--- config.mk ---
export PLATFORM = sky130hd
export DESIGN_NAME = kpi_lerp
export DESIGN_NICKNAME = d
export VERILOG_FILES = /design/src/rtl/keyframe_position_interpolator_core_assert.svh /design/src/rtl/kpi_pkg.sv /design/src/rtl/kpi_lerp.sv
export SDC_FILE = /design/constraint.sdc
export NUM_CORES = 1
export LEC_CHECK = 0
export BUFFER_PORTS_ARGS = -buffer_cell sky130_fd_sc_hd__buf_2
export CAP_MARGIN = 20
export CORE_ASPECT_RATIO = 0.8
export CORE_MARGIN = 2
export CORE_UTILIZATION = 25
export CTS_BUF_LIST = sky130_fd_sc_hd__clkbuf_2
export DETAILED_ROUTE_END_ITERATION = 8
export PLACE_DENSITY = 0.42
export SLEW_MARGIN = 20
export SYNTH_ARGS = -nofsm -noshare
export SYNTH_HDL_FRONTEND = slang
export SYNTH_SLANG_ARGS = --single-unit
--- constraint.sdc ---
create_clock -name clk -period 19.96 [get_ports clk]
set_input_delay 3.992 -clock clk [delete_from_list [all_inputs] [get_ports clk]]
set_output_delay 3.992 -clock clk [all_outputs]
set_load 0.01 [all_outputs]
--- src/rtl/keyframe_position_interpolator_core_assert.svh ---
// Assertion macros for the keyframe position interpolator; sampled on clk, off in reset.
`ifndef KEYFRAME_POSITION_INTERPOLATOR_CORE_ASSERT_SVH
`define KEYFRAME_POSITION_INTERPOLATOR_CORE_ASSERT_SVH

// Same-cycle implication.
`define KPI_ASSERT_NOW(label, ante, cons, msg) \
	label: assert property (@(posedge clk) disable iff (!arst_n) (ante) |-> (cons)) \
		else $error(msg);

// Next-cycle implication.
`define KPI_ASSERT_NEXT(label, ante, cons, msg) \
	label: assert property (@(posedge clk) disable iff (!arst_n) (ante) |=> (cons)) \
		else $error(msg);

`endif

--- src/rtl/kpi_pkg.sv ---
// Types and constants shared by the keyframe position interpolator modules.
`default_nettype none
package kpi_pkg;
	localparam int COORD_W = 24;
	localparam int TIME_W  = 32;
	localparam int SEG_W   = 7;
	localparam int SLOT_W  = 6;
	localparam int PROG_W  = 16;

	localparam logic ACT_WRITE = 1'b0;
	localparam logic ACT_QUERY = 1'b1;

	typedef struct packed {
		logic                      action;
		logic [SLOT_W-1:0]         wp_index;
		logic signed [COORD_W-1:0] wp_x;
		logic signed [COORD_W-1:0] wp_y;
		logic [TIME_W-1:0]         wp_time;
		logic [TIME_W-1:0]         query_time;
	} cmd_t;

	typedef struct packed {
		logic [SEG_W-1:0]          segment_index;
		logic signed [COORD_W-1:0] pos_x;
		logic signed [COORD_W-1:0] pos_y;
	} result_t;

	// One stored waypoint.
	typedef struct packed {
		logic signed [COORD_W-1:0] x;
		logic signed [COORD_W-1:0] y;
		logic [TIME_W-1:0]         wtime;
	} entry_t;
endpackage
`default_nettype wire

--- src/rtl/kpi_lerp.sv ---
// Shared interpolation unit: a + ((b - a) * prog) >>> 16, product registered.
`default_nettype none
module kpi_lerp import kpi_pkg::*; (
	input  wire logic                      clk,
	input  wire logic signed [COORD_W-1:0] a,
	input  wire logic signed [COORD_W-1:0] b,
	input  wire logic [PROG_W-1:0]         prog,
	output logic signed [COORD_W-1:0]      y
);
	localparam int DIFF_W = COORD_W + 1;
	localparam int PROD_W = DIFF_W + PROG_W + 1;

	logic signed [DIFF_W-1:0]  diff;
	logic signed [PROD_W-1:0]  prod_s1;
	logic signed [COORD_W-1:0] a_s1;
	logic signed [PROD_W-1:0]  sum;

	assign diff = $signed({b[COORD_W-1], b}) - $signed({a[COORD_W-1], a});

	always_ff @(posedge clk) begin
		prod_s1 <= diff * $signed({1'b0, prog});
		a_s1    <= a;
	end

	// The result lies between a and b, so the low bits are the whole answer.
	assign sum = PROD_W'(a_s1) + (prod_s1 >>> PROG_W);
	assign y   = sum[COORD_W-1:0];
endmodule
`default_nettype wire

# Word-level counts from Yosys, hierarchy flattened
# Index checks and enable logic that the tools add are counted.
# totals
regBits	64
in_bits	65
out_inout_bits	24
elab_cells	5
# classes
add_sub_neg	2
mul	1
# ops
cell	count
25-bit by 17-bit multiplier with 40-bit output	1
24-bit by 24-bit subtractor with 25-bit output	1
24-bit adder	1

# Depth between registers and ports, before layout
# Gate-level depths: netlist of the first run.
# depth
ltp_word	2
ltp_mapped	34
mapped_depth_nobuf	33

# Worst setup path before layout of the first run
# No wires, ideal clock.
# synth_path
path_kind	input -> register
startpoint	input port b[0]
endpoint	register prod_s1[39]
setup_ps	130
arrival_ps	11775
required_ps	19830
setup_slack_ps	8055
path_stages	31
n_path_buf	1
path_cell_list	inv_1 > ha_1 > fa_1 > nor2b_1 > o31ai_1 > a21oi_1 > o21a_1 > o21a_1 > o211ai_1 > a2111o_1 > o311ai_2 > buf_2 > nand2_1 > fa_1 > fa_1 > fa_1 > fa_1 > inv_1 > fa_1 > inv_1 > fa_1 > inv_1 > ha_1 > a2111oi_0 > nand2_1 > o22a_2 > o21ba_1 > or2_1 > a221o_1 > a221oi_2 > xnor3_1
# synth_between
elab_chain_len	2
# synth_lines
item	line	text
from (decl)	kpi_lerp.sv:6	input wire logic signed [COORD_W-1:0] b,
24-bit by 24-bit subtractor with 25-bit output	kpi_lerp.sv:18	assign diff = $signed({b[COORD_W-1], b}) - $signed({a[COORD_W-1], a});
25-bit by 17-bit multiplier with 40-bit output	kpi_lerp.sv:21	prod_s1 <= diff * $signed({1'b0, prog});
to (signal assigned)	kpi_lerp.sv:21	
to (decl)	kpi_lerp.sv:14	logic signed [PROD_W-1:0] prod_s1;
# No other way between the ends.

# Final worst setup path of the first run
# Ends and elaborated chain as after synthesis.

==> impl_metrics.yaml, run 1 <==
placement:
  dp_hpwl_um: 38760
  port_buffers: 88
  pre_cts_ws_ps: 6556
  gp_congestion: 0.7977
  placedCellCount: 2894
run:
  maxCapViolCount: 0
final_layout:
  seq_area_sq_um: 960.9
  layout-drive-gt1-share_pct: 7.739
  nets: 2571
  layout.cells.non_filler: 2906
  fin_util_pct: 27.79
  multi_input_comb_area_sq_um: 14110
  fill_cells: 7243
  area_growth_pct: 9.505
global_routing:
  grt_usage_pct: 14.80
  grt_max_degree: 36
  grt_pass1_vias: 13430
  grt_pass1_wl_um: 80380
  gr-total-overflow: 0
  antenna_found_initial: 9
drt:
  antenna_left: 0
  drt-initial-drc-count: 652
  via_per_inst: 4.304
  avgRoutedWirePerCell_um: 17.30
  remaining_drc_errors: 0
  routed-via-count: 12510
  drt-total-wl_um: 50270
  first_pass_iters: 5
floorplan:
  core_area_sq_um: 67530
  start_util_pct: 25.38
  dieWidth_um: 296.7
  rows: 85
  die_area_sq_um: 70680
  io_pins: 89
  die_h_um: 238.2
sta:
  max_slew.worst_pin.slew_ps: 1077
  fin_tns_setup_ps: 0
  fin_crit_ps: 12650
  fmax_ghz: 0.07903
  fin_ws_ps: 7306
  hold_viol: 0
  fin_crit_sh_pct: 63.40
  rsz0062_at_grt: "false"
  setup_viol: 0
  slew_headroom_pct: 27.84
  slew_violations: 0
clock_tree:
  tritoncts: "yes"
  cts_inserted_buffers: 5
  clock_sinks: 48
  cts_hold_buf: 0
  cts_resized: 0
  path_clk_slew_ps: 320
  cts_setup_buffers: 0
  htreeDepth: 2
  clk_path_buf_depth: 2
  cts-root-buf: "clkbuf_2"
worst_setup_path:
  cpMostUsedCell: "fa_1"
  startpoint_type: "input port"
  crit_type: "in2reg"
  arrival_ps: 13230
  max_stage_delay_ps: 820
  cp_slowest_cell: "nor2b_2"
  worst-endpoint-required_ps: 20540
  endpoint_kind: "register"
  cp_max_fo: 16
synthesis:
  yosysMostFrequentCell: "inv_1"
  yosysSeqAreaShare_pct: 5.606
  synth_top_cell_area_share_pct: 43.57
  yosysWarnings: 0
  syn_area_per_cell_sq_um: 8.844
  synth-main-ff-cell: "dfxtp_1"
  ys_seq_elements: 48
  synth_async_sr_flop_share_pct: 0
  synth-edff-count: 0
  yosysTopAreaCell: "fa_1"
  synthTopCellsByArea: "fa_1 44%, inv_1 11%, ha_1 11%, and2_1 5.9%, dfxtp_1 5.6%"
  synth_cell_types: 65
  synth_common_cells: "498 x inv_1, 373 x fa_1, 226 x nand2_1"
  netlist_area_sq_um: 17140
  syn-num-nets: 2520
  synth_cells: 1938
worst_hold_path:
  worstHoldPathType: "in2reg"
status:
  status: "finished, final reports clean"
-- kinds of logic (layout without fill, tap and decap cells) --
group | Yosys count | count (layout) | synth area share [%]
compound gates | 178 | 178 | 7.227
xor+xnor | 68 | 68 | 3.555
fa+ha+maj | 522 | 522 | 54.37
buf+inv | 566 | 618 | 12.44
flops | 48 | 48 | 5.606
mux | 16 | 16 | 1.000
other cells | 0 | 3 | 0
simple gates | 540 | 540 | 15.80
-- per-stage QoR --
stage	hold slack, ps	cell area [sq um]
after detailed placement	4112	18690
after global routing	3354	18770
after global placement	4111	18690
after floorplan	4020	17140
final	3434	18770
after CTS	3362	18740
-- worst paths after layout --
check / to / start / cells past startpoint / slack [ps]
worst max-delay path: prod_s1[39] / b[0] / 32 / 7310
worst min-delay path: a_s1[20] / a[20] / 1 / 3430
-- routing by layer --
| layer | global-route usage [%] | wire length, um |
|---|---|---|
| met5 | 0 | 31 |
| met2 | 23.73 | 22490 |
| met3 | 1.948 | 2040 |
| met4 | 1.907 | 394 |
| met1 | 21.71 | 25320 |
-- state kept, by name, indices dropped and copies added, names as in the netlist --
signal and count:
prod_s1 24, a_s1 24
-- placed cells by master (no fill, tap or decap), types with 4 or more instances in the layout --
cell type,synthesis,routed
inv_1,498,498
fa_1,373,373
nand2_1,226,226
and2_1,162,162
ha_1,144,144
buf_2,3,88
xnor2_1,53,50
dfxtp_1,48,48
a21oi_1,43,43
nor2_1,37,33
nand2b_1,32,32
o21ai_0,28,28
nor2b_1,26,25
a21o_1,23,23
buf_4,1,23
o21a_1,21,21
nor3_1,17,17
xor2_1,14,14
nand3_1,10,10
mux2_2,9,9
and3_1,8,8
mux2i_1,7,7
a31oi_1,6,6
o21bai_1,6,6
o211ai_1,6,6
maj3_1,5,5
clkbuf_2,0,5
nor2_2,0,4
and3b_1,4,4
nand4_1,4,4
-- cell type report --
cell class	instances	area share, %
Timing Repair Buffer	112	3.346
Antenna cell	3	0.04000
Clock buffer	5	0.1333
Sequential cell	48	5.120
Clock inverter	3	0.1333
Multi-Input combinational cell	1324	75.18
Inverter	498	9.959
Tap cell	913	6.086
-- worst max-delay path, delay by kind of cell --
kind	cells	cell delay (ps)
adder cells (fa/ha/maj)	9	3830
AO/OA/AOI/OAI	12	3190
AND/OR/NAND/NOR	5	1540
XOR/XNOR	1	360
buffers and inverters	5	290
Power of run 1 is left out: the tool's default activity adds up to more than one toggle a clock period on the data nets, which glitch-free logic cannot reach.
==> inputs of run 2 (changes only) <==
- clock period: 19.96 -> 13.2 ns (I/O delays scaled with it)
==> run 2 against run 1 <==
Against the previous run:
- setup slack worse by 5100 ps
- final area hardly changed
- via count is 0.37% lower
- worst hold slack worse by 1300 ps
- flip-flop and latch count stayed put
- largest cell class unchanged
- core utilization hardly changed
- cell count is 0.14% higher
- global-route usage is 0.057 points lower
- sequential share of layout area hardly changed
- routed wire length hardly changed
- highest routed layer unchanged
==> impl_metrics.yaml, run 2 (same netlist as run 1, synthesis figures left out) <==
status:
  status: "finished, final reports clean"
sta:
  rsz0062_at_grt: "false"
  fin_crit_sh_pct: 83.18
  fmax_ghz: 0.09108
  slew_headroom_pct: 29.02
  fin_crit_ps: 10980
  fin_tns_setup_ps: 0
  hold_viol: 0
  slew_violations: 0
  max_slew.worst_pin.slew_ps: 1064
  setup_viol: 0
final_layout:
  final_cell_mix: "498 x inv_1, 373 x fa_1, 226 x nand2_1, 162 x and2_1, 144 x ha_1"
  layout.cells.non_filler: 2910
  top_regs: "a_s1 (24), prod_s1 (24)"
  layout-drive-gt1-share_pct: 7.727
  area_growth_pct: 9.424
  layout_commonest_cell: "inv_1"
  nets: 2574
drt:
  drt-total-wl_um: 50250
  avgRoutedWirePerCell_um: 17.27
  remaining_drc_errors: 0
  via_per_inst: 4.282
  antenna_left: 0
  first_pass_iters: 5
  routed-via-count: 12460
  drt-initial-drc-count: 526
clock_tree:
  cts_hold_buf: 0
  clock_sinks: 48
  tritoncts: "yes"
  cts-root-buf: "clkbuf_2"
  cts_resized: 0
  cts_inserted_buffers: 5
  clk_path_buf_depth: 2
  cts_setup_buffers: 0
  htreeDepth: 2
  path_clk_slew_ps: 290
worst_hold_path:
  whs_path_depth: 1
  min_from: "a[23]"
  hold_path_end: "a_s1[23]"
  worstHoldPathType: "in2reg"
worst_setup_path:
  crit_type: "in2reg"
  cpMostUsedCell: "fa_1"
  max_stage_delay_ps: 560
  critPathLaunch: "b[0]"
  cp_slowest_cell: "fa_1"
  arrival_ps: 11530
  cp_max_fo: 7
  startpoint_type: "input port"
  worst-endpoint-required_ps: 13750
  endpoint_kind: "register"
run:
  maxCapViolCount: 0
floorplan:
  die_h_um: 238.2
  die_area_sq_um: 70680
  rows: 85
  dieWidth_um: 296.7
  start_util_pct: 25.38
  core_area_sq_um: 67530
  io_pins: 89
global_routing:
  grt_pass1_vias: 13620
  gr-total-overflow: 0
  grt_max_degree: 36
  grt_pass1_wl_um: 79960
  grt_usage_pct: 14.75
  antenna_found_initial: 9
placement:
  port_buffers: 88
  gp_congestion: 0.7916
  dp_hpwl_um: 39090
  placedCellCount: 2898
[run 2: area by class of cell]
class,count,area (sq um)
well taps,913,1142
multi-input cells,1324,14080
diodes,4,10.01
fillers,7296,48780
repair buffers,115,643.1
inverters,498,1869
clock buffers,5,25.02
flip-flops and latches,48,960.9
clock inverters,3,23.77
[run 2: stage by stage]
step	util (%)	hold slack (ps)	setup slack [ps]	area, sq um
finish	27.77	2104	2221	18760
detailed placement	27.69	2762	1494	18700
global route	27.76	2026	1680	18750
floorplan	-	2668	2647	17140
global placement	27.69	2759	1587	18700
CTS	27.76	2036	2201	18750
[run 2: metal layers]
layer	global-route usage, %	share of wire (%)
met2	23.26	44
met5	0	0.080
met4	1.954	0.85
met1	21.58	49
met3	2.477	5.6
[run 2: worst max-delay path, delay by kind of cell]
family / cells / cell delay, ps
XOR/XNOR: 1 / 360
AO/OA/AOI/OAI: 13 / 3710
adder cells (fa/ha/maj): 9 / 3790
buffers and inverters: 6 / 330
multiplexers: 1 / 200
AND/OR/NAND/NOR: 3 / 480
[run 2: worst max-delay path by stage]
| stage | end | slack (ps) | depth (start not counted) |
|---|---|---|---|
| CTS | prod_s1[39] | 2200 | 32 |
| floorplan | prod_s1[39] | 2650 | 31 |
| global placement | prod_s1[39] | 1590 | 32 |
| global route | prod_s1[39] | 1680 | 33 |
| detailed placement | prod_s1[39] | 1490 | 31 |
| finish | prod_s1[39] | 2220 | 33 |
Power of run 2 is left out for the same reason.
