## src/rtl/keyframe_position_interpolator_core_assert.svh

```systemverilog
// Assertion macros for the keyframe position interpolator; sampled on clk, off in reset.
`ifndef KEYFRAME_POSITION_INTERPOLATOR_CORE_ASSERT_SVH
`define KEYFRAME_POSITION_INTERPOLATOR_CORE_ASSERT_SVH

// Same-cycle implication.
`define KPI_ASSERT_NOW(label, ante, cons, msg) \
	label: assert property (@(posedge clk) disable iff (!arst_n) (ante) |-> (cons)) \
		else $error(msg);

// Next-cycle implication.
`define KPI_ASSERT_NEXT(label, ante, cons, msg) \
	label: assert property (@(posedge clk) disable iff (!arst_n) (ante) |=> (cons)) \
		else $error(msg);

`endif

```

## src/rtl/kpi_pkg.sv

```systemverilog
// Types and constants shared by the keyframe position interpolator modules.
`default_nettype none
package kpi_pkg;
	localparam int COORD_W = 24;
	localparam int TIME_W  = 32;
	localparam int SEG_W   = 7;
	localparam int SLOT_W  = 6;
	localparam int PROG_W  = 16;

	localparam logic ACT_WRITE = 1'b0;
	localparam logic ACT_QUERY = 1'b1;

	typedef struct packed {
		logic                      action;
		logic [SLOT_W-1:0]         wp_index;
		logic signed [COORD_W-1:0] wp_x;
		logic signed [COORD_W-1:0] wp_y;
		logic [TIME_W-1:0]         wp_time;
		logic [TIME_W-1:0]         query_time;
	} cmd_t;

	typedef struct packed {
		logic [SEG_W-1:0]          segment_index;
		logic signed [COORD_W-1:0] pos_x;
		logic signed [COORD_W-1:0] pos_y;
	} result_t;

	// One stored waypoint.
	typedef struct packed {
		logic signed [COORD_W-1:0] x;
		logic signed [COORD_W-1:0] y;
		logic [TIME_W-1:0]         wtime;
	} entry_t;
endpackage
`default_nettype wire

```

## src/rtl/kpi_div.sv

```systemverilog
// Restoring divider giving a 16-bit fraction num/den with num < den, one bit per cycle.
`default_nettype none
module kpi_div import kpi_pkg::*; (
	input  wire logic              clk,
	input  wire logic              arst_n,
	input  wire logic              start,
	input  wire logic [TIME_W-1:0] num,
	input  wire logic [TIME_W-1:0] den,
	output logic                   done,
	output logic [PROG_W-1:0]      quo
);
	localparam int CNT_W = $clog2(PROG_W + 1);

	logic [TIME_W-1:0] rem_q;
	logic [TIME_W-1:0] den_q;
	logic [PROG_W-1:0] quo_q;
	logic [CNT_W-1:0]  cnt_q;
	logic              run_q;
	logic              done_q;
	logic [TIME_W:0]   shifted;
	logic              fits;

	assign shifted = {rem_q, 1'b0};
	assign fits    = shifted >= {1'b0, den_q};

	always_ff @(posedge clk or negedge arst_n) begin
		if (!arst_n) begin
			run_q  <= 1'b0;
			done_q <= 1'b0;
			cnt_q  <= '0;
		end else begin
			done_q <= 1'b0;
			if (start) begin
				run_q <= 1'b1;
				cnt_q <= CNT_W'(PROG_W);
			end else if (run_q) begin
				cnt_q <= cnt_q - CNT_W'(1);
				if (cnt_q == CNT_W'(1)) begin
					run_q  <= 1'b0;
					done_q <= 1'b1;
				end
			end
		end
	end

	always_ff @(posedge clk) begin
		if (start) begin
			rem_q <= num;
			den_q <= den;
			quo_q <= '0;
		end else if (run_q) begin
			// The remainder stays below den, so the difference fits the register.
			rem_q <= fits ? TIME_W'(shifted - {1'b0, den_q}) : shifted[TIME_W-1:0];
			quo_q <= {quo_q[PROG_W-2:0], fits};
		end
	end

	assign done = done_q;
	assign quo  = quo_q;
endmodule
`default_nettype wire

```

## config.mk

```make
export PLATFORM = sky130hd
export DESIGN_NAME = kpi_div
export DESIGN_NICKNAME = d
export VERILOG_FILES = /design/src/rtl/keyframe_position_interpolator_core_assert.svh /design/src/rtl/kpi_pkg.sv /design/src/rtl/kpi_div.sv
export SDC_FILE = /design/constraint.sdc
export NUM_CORES = 1
export LEC_CHECK = 0
export BUFFER_PORTS_ARGS = -buffer_cell sky130_fd_sc_hd__buf_2
export CAP_MARGIN = 30
export CORE_AREA = 3 3 104 106
export CTS_CLUSTER_SIZE = 30
export DETAILED_ROUTE_END_ITERATION = 10
export DIE_AREA = 0 0 107 109
export PLACE_DENSITY = 0.76
export SLEW_MARGIN = 25
export SYNTH_ARGS = -nofsm -noshare
export SYNTH_HDL_FRONTEND = slang
export SYNTH_SLANG_ARGS = --single-unit
export TNS_END_PERCENT = 100
```

## constraint.sdc

```tcl
create_clock -name clk -period 3.51 [get_ports clk]
set_input_delay 0.351 -clock clk [delete_from_list [all_inputs] [get_ports clk]]
set_output_delay 0.351 -clock clk [all_outputs]
set_load 0.01 [all_outputs]
```

# Yosys cells after proc, flatten, opt, wreduce, memory -nomap -nowiden
# Cells that the tools add are included.
word_totals:
  regBits: 87
  latch_bits: 0
  ramBits: 0
  mem_bits_ro: 0
  in_bits: 67
  output_inout_bits: 17
  mem_count: 0
op_classes:
  addsub: 2
  multipliers: 0
  n_div: 0
  n_lt_le_gt_ge: 1
  n_eq_ne: 1
  shifts: 0
  n_mux: 11
  n_bitwise: 0
  reduce_logical: 1
ops:
  columns: ["op", "count"]
  rows:
  - ["32-bit 2-to-1 mux", 3]
  - ["33-bit by 32-bit >= comparator with 1-bit output", 1]
  - ["32-bit subtractor", 1]
  - ["5-bit 2-to-1 mux", 2]
  - ["1-bit 2-to-1 mux", 6]
  - ["5-bit by 1-bit == test with 1-bit output, second input constant", 1]
  - ["5-bit by 1-bit subtractor with 5-bit output, second input constant", 1]
  - ["2-bit nonzero test", 1]

# Longest topological paths before layout
# Gate-level depths: netlist (run 1).
logic_depth:
  ltp_word: 4
  depth_mapped: 13
  mapped_depth_nobuf: 11

# Worst setup path before layout (run 1)
# OpenSTA, ideal clock, no wires.
synth_path:
  kind: "reg2reg"
  from: "register rem_q[3]"
  to: "register rem_q[13], data pin"
  setup_ns: 0.269
  arrival_ns: 2.564
  required_ns: 3.241
  path_slack_ns: 0.677
  path_stages_with_launch: 12
  path_buffers: 1
  path_cell_list: "edfxtp_1 ha_1 a21o_1 a211o_1 o21a_4 a211oi_4 o31ai_4 a211oi_4 nor2_4 buf_6 mux2i_1 o21ai_0"
synth_between:
  elab_chain_cells: 4
  elab_cells_between_ends: 5
  classes_between: "add/sub: 1; order compare: 1; mux: 3"
synth_lines:
  columns: ["element", "line", "source"]
  rows:
  - ["start: declaration", "kpi_div.sv:14", "logic [TIME_W-1:0] rem_q;"]
  - ["start signal: assignment", "kpi_div.sv:48", "rem_q <= num;"]
  - ["start signal: assignment", "kpi_div.sv:53", "rem_q <= fits ? TIME_W'(shifted - {1'b0, den_q}) : shifted[TIME_W-1:0];"]
  - ["32-bit subtractor or 33-bit by 32-bit >= comparator with 1-bit output (tied branches)", "kpi_div.sv:53, kpi_div.sv:24", null]
  - ["32-bit 2-to-1 mux (*)", "kpi_div.sv:53", null]
  - ["32-bit 2-to-1 mux (*)", "kpi_div.sv:51", "end else if (run_q) begin"]
  - ["32-bit 2-to-1 mux (*)", "kpi_div.sv:47", "if (start) begin"]
# Mark *: on every way between the ends. The rest lies on a longest branch, timed or not. The select of a mux whose other input is x is not followed.
# A chain may end at the register's enable or synchronous reset.

# Worst setup path after layout (run 1)
layout_path:
  from: "register rem_q[3]"
  to: "register rem_q[28], data pin"
# Same word-level chain as after synthesis.

==> impl_metrics.yaml, run 1 <==
sta:
  finalMaxSlewViolations: 0
  rsz0062_at_grt: "false"
  hold_viol_final: 0
  layout_worst_path_cycle_share_pct: 91.6
  skew_ps: 10.8
  setup_viol: 0
  tightest_slew_ps: 859
  holdWs_ps: 144
  max_slew_margin_pct: 42.8
  fin_crit_ps: 3210
  fmax_mhz: 311
  tns_ps: 0
routing:
  vias_per_cell: 5.57
  wl_mm: 11.8
  ant_nets: 0
  vias: 4286
  drc_errors: 0
  wl_per_cell_um: 15.3
  drtIter0Drc: 219
  drt_pass1_iterations: 5
setup_path:
  worst-r2r-setup-slack_ps: 300
  critical_path_peak_fanout: 22
  rr_worst_depth: 11
  critical_path_class: "register to register"
  cp_data_required_time_ps: 3650
  cp-end-kind: "register"
  startpoint_type: "register"
  rr_endpoint: "rem_q[28]$_DFFE_PP_"
  timing.rr.start: "rem_q[3]$_DFFE_PP_"
  critical_path_arrival_ps: 3350
synthesis:
  synth_area_leaders: "edfxtp_1 (35%), ha_1 (7.8%), mux2i_1 (7.7%), dfxtp_1 (5.9%), nand2_1 (3.8%)"
  synth_edf_count: 64
  synth_cells: 554
  syn_area_um2: 5450
  ys_types: 61
  yosysSeqAreaShare_pct: 44.4
  synth_warnings: 0
  synth_top_area_cell: "edfxtp_1"
  synth_top_area_share_pct: 35.3
  ys_ff_latch: 87
  ys_async_sr_fraction_pct: 8.05
  syn_area_per_cell_um2: 9.83
  ys.flop_type: "edfxtp_1"
  synth_nets: 656
global_routing:
  grtUsageTotal_pct: 20.6
  grt-ovfl-total: 0
  grt_max_degree: 81
  grt_pass1_wl_mm: 19.3
  grt_antenna_before_repair: 0
  grt_pass1_vias: 4263
layout:
  antennaDiodeCount: 0
  layout.nets: 734
  area_growth_pct: 13.2
  seqCellArea_um2: 2420
  utilization_pct: 62.5
  fill_cells: 838
  layout-drive-gt1-share_pct: 18.2
  multi_input_area_um2: 2770
placed_design:
  hpwl_mm: 8.67
  place.gp.congestion: 0.904
  io_buffer_count: 83
clocking:
  cts.clk_slew.worst_paths_ps: 100
  clock-sinks: 87
  htree_levels: 3
  cts_root_buffer: "clkbuf_8"
  clk_latency_ps: 370
  post_cts_resize_count: 0
  cts_made_buffers: 9
  cts_tree: "done"
  clockBufferDepth: 2
floorplan:
  die_area_um2: 11700
  io_pins: 84
  core.rowCount: 36
  core_um2: 9860
  start_util_pct: 55.2
  die_w_um: 107
  die_h_um: 109
power:
  pwr_density_cell_nw_per_um2: 876
  fin_total_pwr_w: 0.00540
  p_leak_nw: 2.88
  worst_ir_drop_vdd_mv: 0.449
min_path:
  hp-start: "den[26]"
  hold_depth: 1
  hold_end: "den_q[26]$_DFFE_PP_"
  hp-class: "primary input to register"
status:
  status: "finished, final reports clean"
job:
  max_cap_violations: 0
-- sequential cells by signal (all words and copies together), names as in the netlist --
| signal | count |
|---|---|
| done | 1 |
| cnt_q | 5 |
| rem_q | 32 |
| quo | 16 |
| run_q | 1 |
| den_q | 32 |
-- critical path, cell delays in order (launching register included) --
cell and delay, ps:
edfxtp_1 410, ha_1 380, a21o_1 210, a211o_1 300
o21a_4 230, a211oi_4 300, o31ai_4 140, a211oi_4 300
nor2_4 70, buf_4 250, o21a_1 200, a22o_1 200
-- worst max-delay path by stage --
stage,startpoint,end
floorplan,rem_q[3]$_DFFE_PP_,rem_q[13]$_DFFE_PP_
global placement,rem_q[3]$_DFFE_PP_,rem_q[28]$_DFFE_PP_
detailed placement,rem_q[3]$_DFFE_PP_,rem_q[28]$_DFFE_PP_
CTS,rem_q[3]$_DFFE_PP_,rem_q[28]$_DFFE_PP_
global route,rem_q[3]$_DFFE_PP_,rem_q[28]$_DFFE_PP_
finish,rem_q[3]$_DFFE_PP_,rem_q[28]$_DFFE_PP_
-- area by class of cell --
class / instances / area share [%]
clock buffer: 10 / 2.41
inverter: 41 / 2.50
tap: 133 / 2.70
sequential: 87 / 39.2
multi-input combinational: 405 / 44.9
timing repair buffer: 88 / 7.43
clock inverter: 6 / 0.832
-- through the flow --
step	instance area, um^2	setup WS [ps]	cells
finish	6170	296	770
CTS	6170	299	770
floorplan	5450	677	554
detailed placement	5960	306	753
global route	6170	147	770
global placement	5960	401	753
-- routing by layer --
layer,wire length (um),global-route usage (%),up-vias
li1,-,-,2141
met5,0,0,-
met4,291,9.22,0
met2,5560,34.1,128
met1,5210,26.5,1992
met3,696,3.85,25
-- report_power, final --
group          switching (W)  total (W)  internal, W
Clock               0.000399   0.000709     0.000310
Combinational        0.00176    0.00311      0.00135
Sequential          0.000153    0.00159      0.00143
Total                0.00231    0.00540      0.00309
-- timing repair --
item	CTS	global route
hold buffers	1	0
buffers inserted	0	0
hold endpoints to repair	7	0
-- layout by cell type, fill, tap and decap left out, types with 3 or more instances in the layout --
cell and n:
nor2_1 50, o21ai_0 36, a21oi_1 39, a21o_1 12, nand4_1 4, ha_1 34
nand3_1 7, dfrtp_1 7, mux2i_1 42, nand2_1 55, or3_1 3, inv_1 41
o21a_1 7, a31oi_1 4, o211ai_1 4, buf_4 5, and2_1 3, o21ai_1 13
nor3_1 8, xor2_1 11, a211oi_1 6, nand2b_1 8, buf_2 82, xnor2_1 19
edfxtp_1 64, clkinv_4 3, dfxtp_1 16, clkbuf_8 9
-- cells in the mapped netlist (3+ instances only) --
cell,n
o21ai_0,36
xnor2_1,19
dfrtp_1,7
inv_1,41
buf_6,3
xor2_1,11
nor2_1,50
a21o_1,12
nand3_1,7
edfxtp_1,64
o21a_1,7
nand2_1,55
nor3_1,8
mux2i_1,42
o211ai_1,4
nand4_1,4
and2_1,3
or3_1,3
a21oi_1,39
o21ai_1,13
dfxtp_1,16
a31oi_1,4
nand2b_1,8
buf_2,3
clkbuf_1,13
a211oi_1,6
ha_1,34
-- logic make-up after synthesis --
family	after synthesis	synth area share, %
AND/OR/NAND/NOR	152	12.7
AO/OA/AOI/OAI	145	17.1
flip-flops	87	44.4
buffers and inverters	62	4.76
multiplexers	43	7.99
adder cells (fa/ha/maj)	35	8.18
XOR/XNOR	30	4.82
(Power assumes the default switching activity.)
==> run 2: changes to the inputs <==
Settings changed: CORE_AREA 3 3 104 106 to 3 3 109 101, DIE_AREA 0 0 107 109 to 0 0 112 104, PLACE_DENSITY 0.76 to 0.77.
==> run 2 against run 1 <==
Worst hold slack worse by 5.0 ps; via count down 0.30%; count of clock-buffer cells in the layout down 1; total power up 0.92%; global-route usage about the same; clock skew up 1.9 ps.
==> impl_metrics.yaml, run 2 (synthesized netlist as in run 1, its figures left out) <==
status:
  status: "finished, final reports clean"
power:
  p_leak_nw: 2.88
  pwr_density_cell_nw_per_um2: 884
  p_clk_share_pct: 13.3
  p_sw_w: 0.00238
  seq_power_share_pct: 29.1
  swShare_pct: 43.7
  comb_power_share_pct: 57.6
  p_int_w: 0.00307
  fin_total_pwr_w: 0.00545
  worst_ir_drop_vdd_mv: 0.478
setup_path:
  worst-r2r-setup-slack_ps: 270
  timing.rr.start: "rem_q[3]$_DFFE_PP_"
  critical_path_class: "register to register"
  rr_endpoint: "rem_q[28]$_DFFE_PP_"
  rr_worst_depth: 11
  critical_path_arrival_ps: 3380
  cp-end-kind: "register"
  startpoint: "rem_q[3]$_DFFE_PP_"
  cp_data_required_time_ps: 3650
  startpoint_type: "register"
  critical_path_peak_fanout: 22
sta:
  tns_ps: 0
  layout_worst_path_cycle_share_pct: 92.3
  tightest_slew_ps: 836
  setup_viol: 0
  skew_ps: 12.7
  rsz0062_at_grt: "false"
  hold_viol_final: 0
  fmax_mhz: 309
  max_slew_margin_pct: 44.3
  finalMaxSlewViolations: 0
  fin_crit_ps: 3240
global_routing:
  grt_antenna_before_repair: 0
  grt_max_degree: 60
  grt-ovfl-total: 0
  grt_pass1_vias: 4334
  grtUsageTotal_pct: 20.6
  grt_pass1_wl_mm: 19.9
min_path:
  hold_end: "den_q[10]$_DFFE_PP_"
  hold_depth: 1
  hp-class: "primary input to register"
  hp-start: "den[10]"
layout:
  fin_cells: 766
  seqCellArea_um2: 2420
  fin_area_um2: 6170
  antennaDiodeCount: 0
  layout-drive-gt1-share_pct: 18.2
  area_growth_pct: 13.3
  final_common_cell: "buf_2"
  fill_cells: 844
  multi_input_area_um2: 2770
  mostFrequentLayoutCells: "buf_2 (82), edfxtp_1 (64), nand2_1 (55)"
  layout.nets: 734
  utilization_pct: 61.5
routing:
  drtIter0Drc: 212
  vias_per_cell: 5.58
  wl_per_cell_um: 15.4
  drt_pass1_iterations: 4
  vias: 4273
  ant_nets: 0
  wl_mm: 11.8
  drc_errors: 0
floorplan:
  die_h_um: 104
  core_um2: 10000
  die_area_um2: 11600
  die_w_um: 112
  io_pins: 84
  start_util_pct: 54.3
  core.rowCount: 35
clocking:
  cts_post_setup_buffers_inserted: 0
  clk_latency_ps: 380
  cts_made_buffers: 9
  cts_tree: "done"
  clock-sinks: 87
  cts.clk_slew.worst_paths_ps: 110
  htree_levels: 3
  post_cts_resize_count: 0
  cts_root_buffer: "clkbuf_8"
  clockBufferDepth: 2
job:
  max_cap_violations: 0
placed_design:
  placedCellCount: 749
  io_buffer_count: 83
  dpl_cell_area_um2: 5950
  place.gp.congestion: 0.912
  hpwl_mm: 8.79
## run 2: worst max path at each step
stage / cells past startpoint / to / slack (ps)
final: 11 / rem_q[28]$_DFFE_PP_ / 270
after global placement: 11 / rem_q[28]$_DFFE_PP_ / 400
after detailed placement: 11 / rem_q[28]$_DFFE_PP_ / 330
after global routing: 11 / rem_q[28]$_DFFE_PP_ / 150
after floorplan: 11 / rem_q[13]$_DFFE_PP_ / 680
after CTS: 11 / rem_q[28]$_DFFE_PP_ / 280
## run 2: power by group through the flow
stage / Sequential (W) / Clock [W] / Combinational (W)
after CTS: 0.00159 / 0.000747 / 0.00311
after floorplan: 0.00156 / 0 / 0.00253
after global routing: 0.00163 / 0.000786 / 0.00348
final: 0.00159 / 0.000727 / 0.00314
after global placement: 0.00160 / 0 / 0.00302
after detailed placement: 0.00160 / 0 / 0.00308
## run 2: metrics by stage
stage | setup slack [ps] | hold slack [ps]
after floorplan | 677 | 55.4
after global placement | 396 | 186
after detailed placement | 333 | 188
after CTS | 282 | 126
after global routing | 154 | 122
final | 269 | 139
## run 2: cell type report
class | count | area share, %
multi-input combinational | 405 | 44.9
sequential | 87 | 39.2
timing repair buffer | 88 | 7.42
tap | 129 | 2.62
inverter | 41 | 2.49
clock buffer | 9 | 2.01
clock inverter | 7 | 1.36
## run 2: critical path, cell delays in order (launching register included)
cell,delay [ps]
edfxtp_1,420
ha_1,390
a21o_1,210
a211o_1,290
o21a_4,230
a211oi_4,290
o31ai_4,140
a211oi_4,300
nor2_4,60
buf_4,250
o21a_1,210
a22o_1,200
## run 2: per-layer routing
| layer | vias to the layer above | routed length [um] | GRT usage [%] |
|---|---|---|---|
| met4 | 0 | 175 | 6.35 |
| met2 | 97 | 5630 | 34.4 |
| met1 | 2023 | 5450 | 27.0 |
| met3 | 17 | 561 | 4.30 |
| li1 | 2136 | - | - |
| met5 | - | 0 | 0 |
## run 2: repair_timing
item | CTS | global route
setup endpoints to repair | 0 | 0
hold endpoints to repair | 7 | 0
hold buffers | 1 | 0
==> run 3: changes to the inputs <==
==> constraint.sdc (replaced) <==
create_clock -name clk -period 3.51 [get_ports clk]
set_input_delay 0.1755 -clock clk [delete_from_list [all_inputs] [get_ports clk]]
set_output_delay 0.1755 -clock clk [all_outputs]
set_load 0.01 [all_outputs]
==> run 3 against run 2 <==
Register-to-register slack about the same; via count up 3.7%; highest routed layer unchanged; sequential power barely moved; combinational power about the same; critical path depth unchanged; sequential share of layout area decreased by 1.9 points; clock power about the same; count of clock-buffer cells in the layout unchanged; total power grew 0.52%; global-route usage is 0.67 points higher; utilization increased by 3.2 points.
==> impl_metrics.yaml, run 3 (synthesized netlist as in run 1, its figures left out) <==
routing:
  vias_per_cell: 5.55
  ant_nets: 0
  drt_pass1_iterations: 4
  vias: 4429
  drtIter0Drc: 220
  wl_per_cell_um: 15.2
  wl_mm: 12.2
  drc_errors: 0
global_routing:
  grt_pass1_vias: 4496
  grt_max_degree: 60
  busiest_layer: "met2"
  grt_antenna_before_repair: 0
  grt-ovfl-total: 0
  globalRouteMet2Util_pct: 36.1
  grt_pass1_wl_mm: 20.6
  gr-usage-met1_pct: 27.7
  grtUsageTotal_pct: 21.3
  met3_usage_pct: 3.90
setup_path:
  timing.rr.start: "rem_q[3]$_DFFE_PP_"
  critical_path_arrival_ps: 3380
  rr_worst_depth: 11
  cp_data_required_time_ps: 3650
  worst-r2r-setup-slack_ps: 270
  slowest_stage: "edfxtp_1"
  cp_common_cell: "a211oi_4"
  path_cells: "ha_1, a21o_1, a211o_1, o21a_4, a211oi_4, o31ai_4, a211oi_4, nor2_4, buf_4, o21a_1, a22o_1"
  critical_path_class: "register to register"
  cp-end-kind: "register"
  max_stage_delay_ps: 420
  startpoint_type: "register"
  rr_endpoint: "rem_q[28]$_DFFE_PP_"
  critical_path_peak_fanout: 22
sta:
  rsz0062_at_grt: "false"
  setup_viol: 0
  fmax_mhz: 309
  skew_ps: 13.8
  finalMaxSlewViolations: 0
  fin_crit_ps: 3240
  tightest_slew_ps: 838
  tns_ps: 0
  layout_worst_path_cycle_share_pct: 92.3
  max_slew_margin_pct: 44.1
  hold_viol_final: 0
placed_design:
  io_buffer_count: 83
  placedCellCount: 749
  hpwl_mm: 8.79
  place.gp.congestion: 0.912
floorplan:
  die_area_um2: 11600
  start_util_pct: 54.3
  core_um2: 10000
  core.rowCount: 35
  io_pins: 84
  die_w_um: 112
  die_h_um: 104
clocking:
  cts.clk_slew.worst_paths_ps: 110
  clockBufferDepth: 2
  cts_root_buffer: "clkbuf_8"
  cts_post_setup_buffers_inserted: 0
  cts_made_buffers: 9
  htree_levels: 3
  clock-sinks: 87
  post_cts_resize_count: 0
  clk_latency_ps: 380
  cts_hold_buf: 33
  cts_tree: "done"
layout:
  antennaDiodeCount: 0
  layout.nets: 766
  mostFrequentLayoutCells: "buf_2 (82), edfxtp_1 (64), nand2_1 (55)"
  multi_input_area_um2: 2770
  final_common_cell: "buf_2"
  fin_cells: 798
  fill_cells: 802
  layout-drive-gt1-share_pct: 17.3
  area_growth_pct: 19.1
  seqCellArea_um2: 2420
power:
  p_int_w: 0.00310
  fin_total_pwr_w: 0.00548
  p_clk_share_pct: 13.3
  worst_ir_drop_vdd_mv: 0.476
  seq_power_share_pct: 29.0
  comb_power_share_pct: 57.7
  pwr_density_cell_nw_per_um2: 845
  p_leak_nw: 3.02
  p_sw_w: 0.00239
  swShare_pct: 43.5
min_path:
  hold_depth: 3
  hp-class: "primary input to register"
  hp-start: "num[1]"
  hold_end: "rem_q[1]$_DFFE_PP_"
job:
  max_cap_violations: 0
status:
  status: "finished, final reports clean"
run 3: changes by cell type in the layout (fill, tap and decap cells not counted):
cell | before | now
dlygate4sd3_1 | 1 | 33
run 3: layer usage:
layer,up-vias,wire length (um)
met3,19,484
met4,0,197
met1,2116,5630
li1,2199,-
met5,-,0
met2,95,5860
run 3: layout make-up:
type,instances,area share (%)
multi-input cells,405,42.7
flip-flops and latches,87,37.3
repair buffers,120,12.0
well taps,129,2.49
inverters,41,2.37
clock buffers,9,1.91
clock inverters,7,1.29
run 3: worst max-delay path: cells and delay by family, from the launching register on:
family / cells / cell delay, ps
flops: 1 / 420
compound gates: 8 / 1860
buf+inv: 1 / 260
fa+ha+maj: 1 / 390
simple gates: 1 / 60
run 3: how the worst max path moves through the flow:
| stage | endpoint | cells after the start | from | slack [ps] |
|---|---|---|---|---|
| finish | rem_q[28]$_DFFE_PP_ | 11 | rem_q[3]$_DFFE_PP_ | 270 |
| global route | rem_q[28]$_DFFE_PP_ | 11 | rem_q[3]$_DFFE_PP_ | 150 |
| CTS | rem_q[28]$_DFFE_PP_ | 11 | rem_q[3]$_DFFE_PP_ | 280 |
| detailed placement | rem_q[28]$_DFFE_PP_ | 11 | rem_q[3]$_DFFE_PP_ | 330 |
| global placement | rem_q[28]$_DFFE_PP_ | 11 | rem_q[3]$_DFFE_PP_ | 400 |
| floorplan | rem_q[13]$_DFFE_PP_ | 11 | rem_q[3]$_DFFE_PP_ | 680 |
run 3: per-stage QoR:
stage	instance area [um^2]	hold slack, ps	setup WS, ps	utilization (%)
2_1_floorplan	5450	-120	677	-
3_3_place_gp	5950	10.9	396	59.3
3_5_place_dp	5950	12.1	333	59.3
4_1_cts	6490	60.2	282	64.7
5_1_grt	6490	81.5	152	64.7
6_report	6490	75.5	270	64.7
run 3: power groups by stage:
stage                     Sequential [W]  Combinational, W  Clock (W)
after detailed placement         0.00160           0.00308          0
after CTS                        0.00159           0.00314   0.000747
after floorplan                  0.00156           0.00253          0
final                            0.00159           0.00316   0.000729
after global placement           0.00160           0.00302          0
after global routing             0.00163           0.00351   0.000784
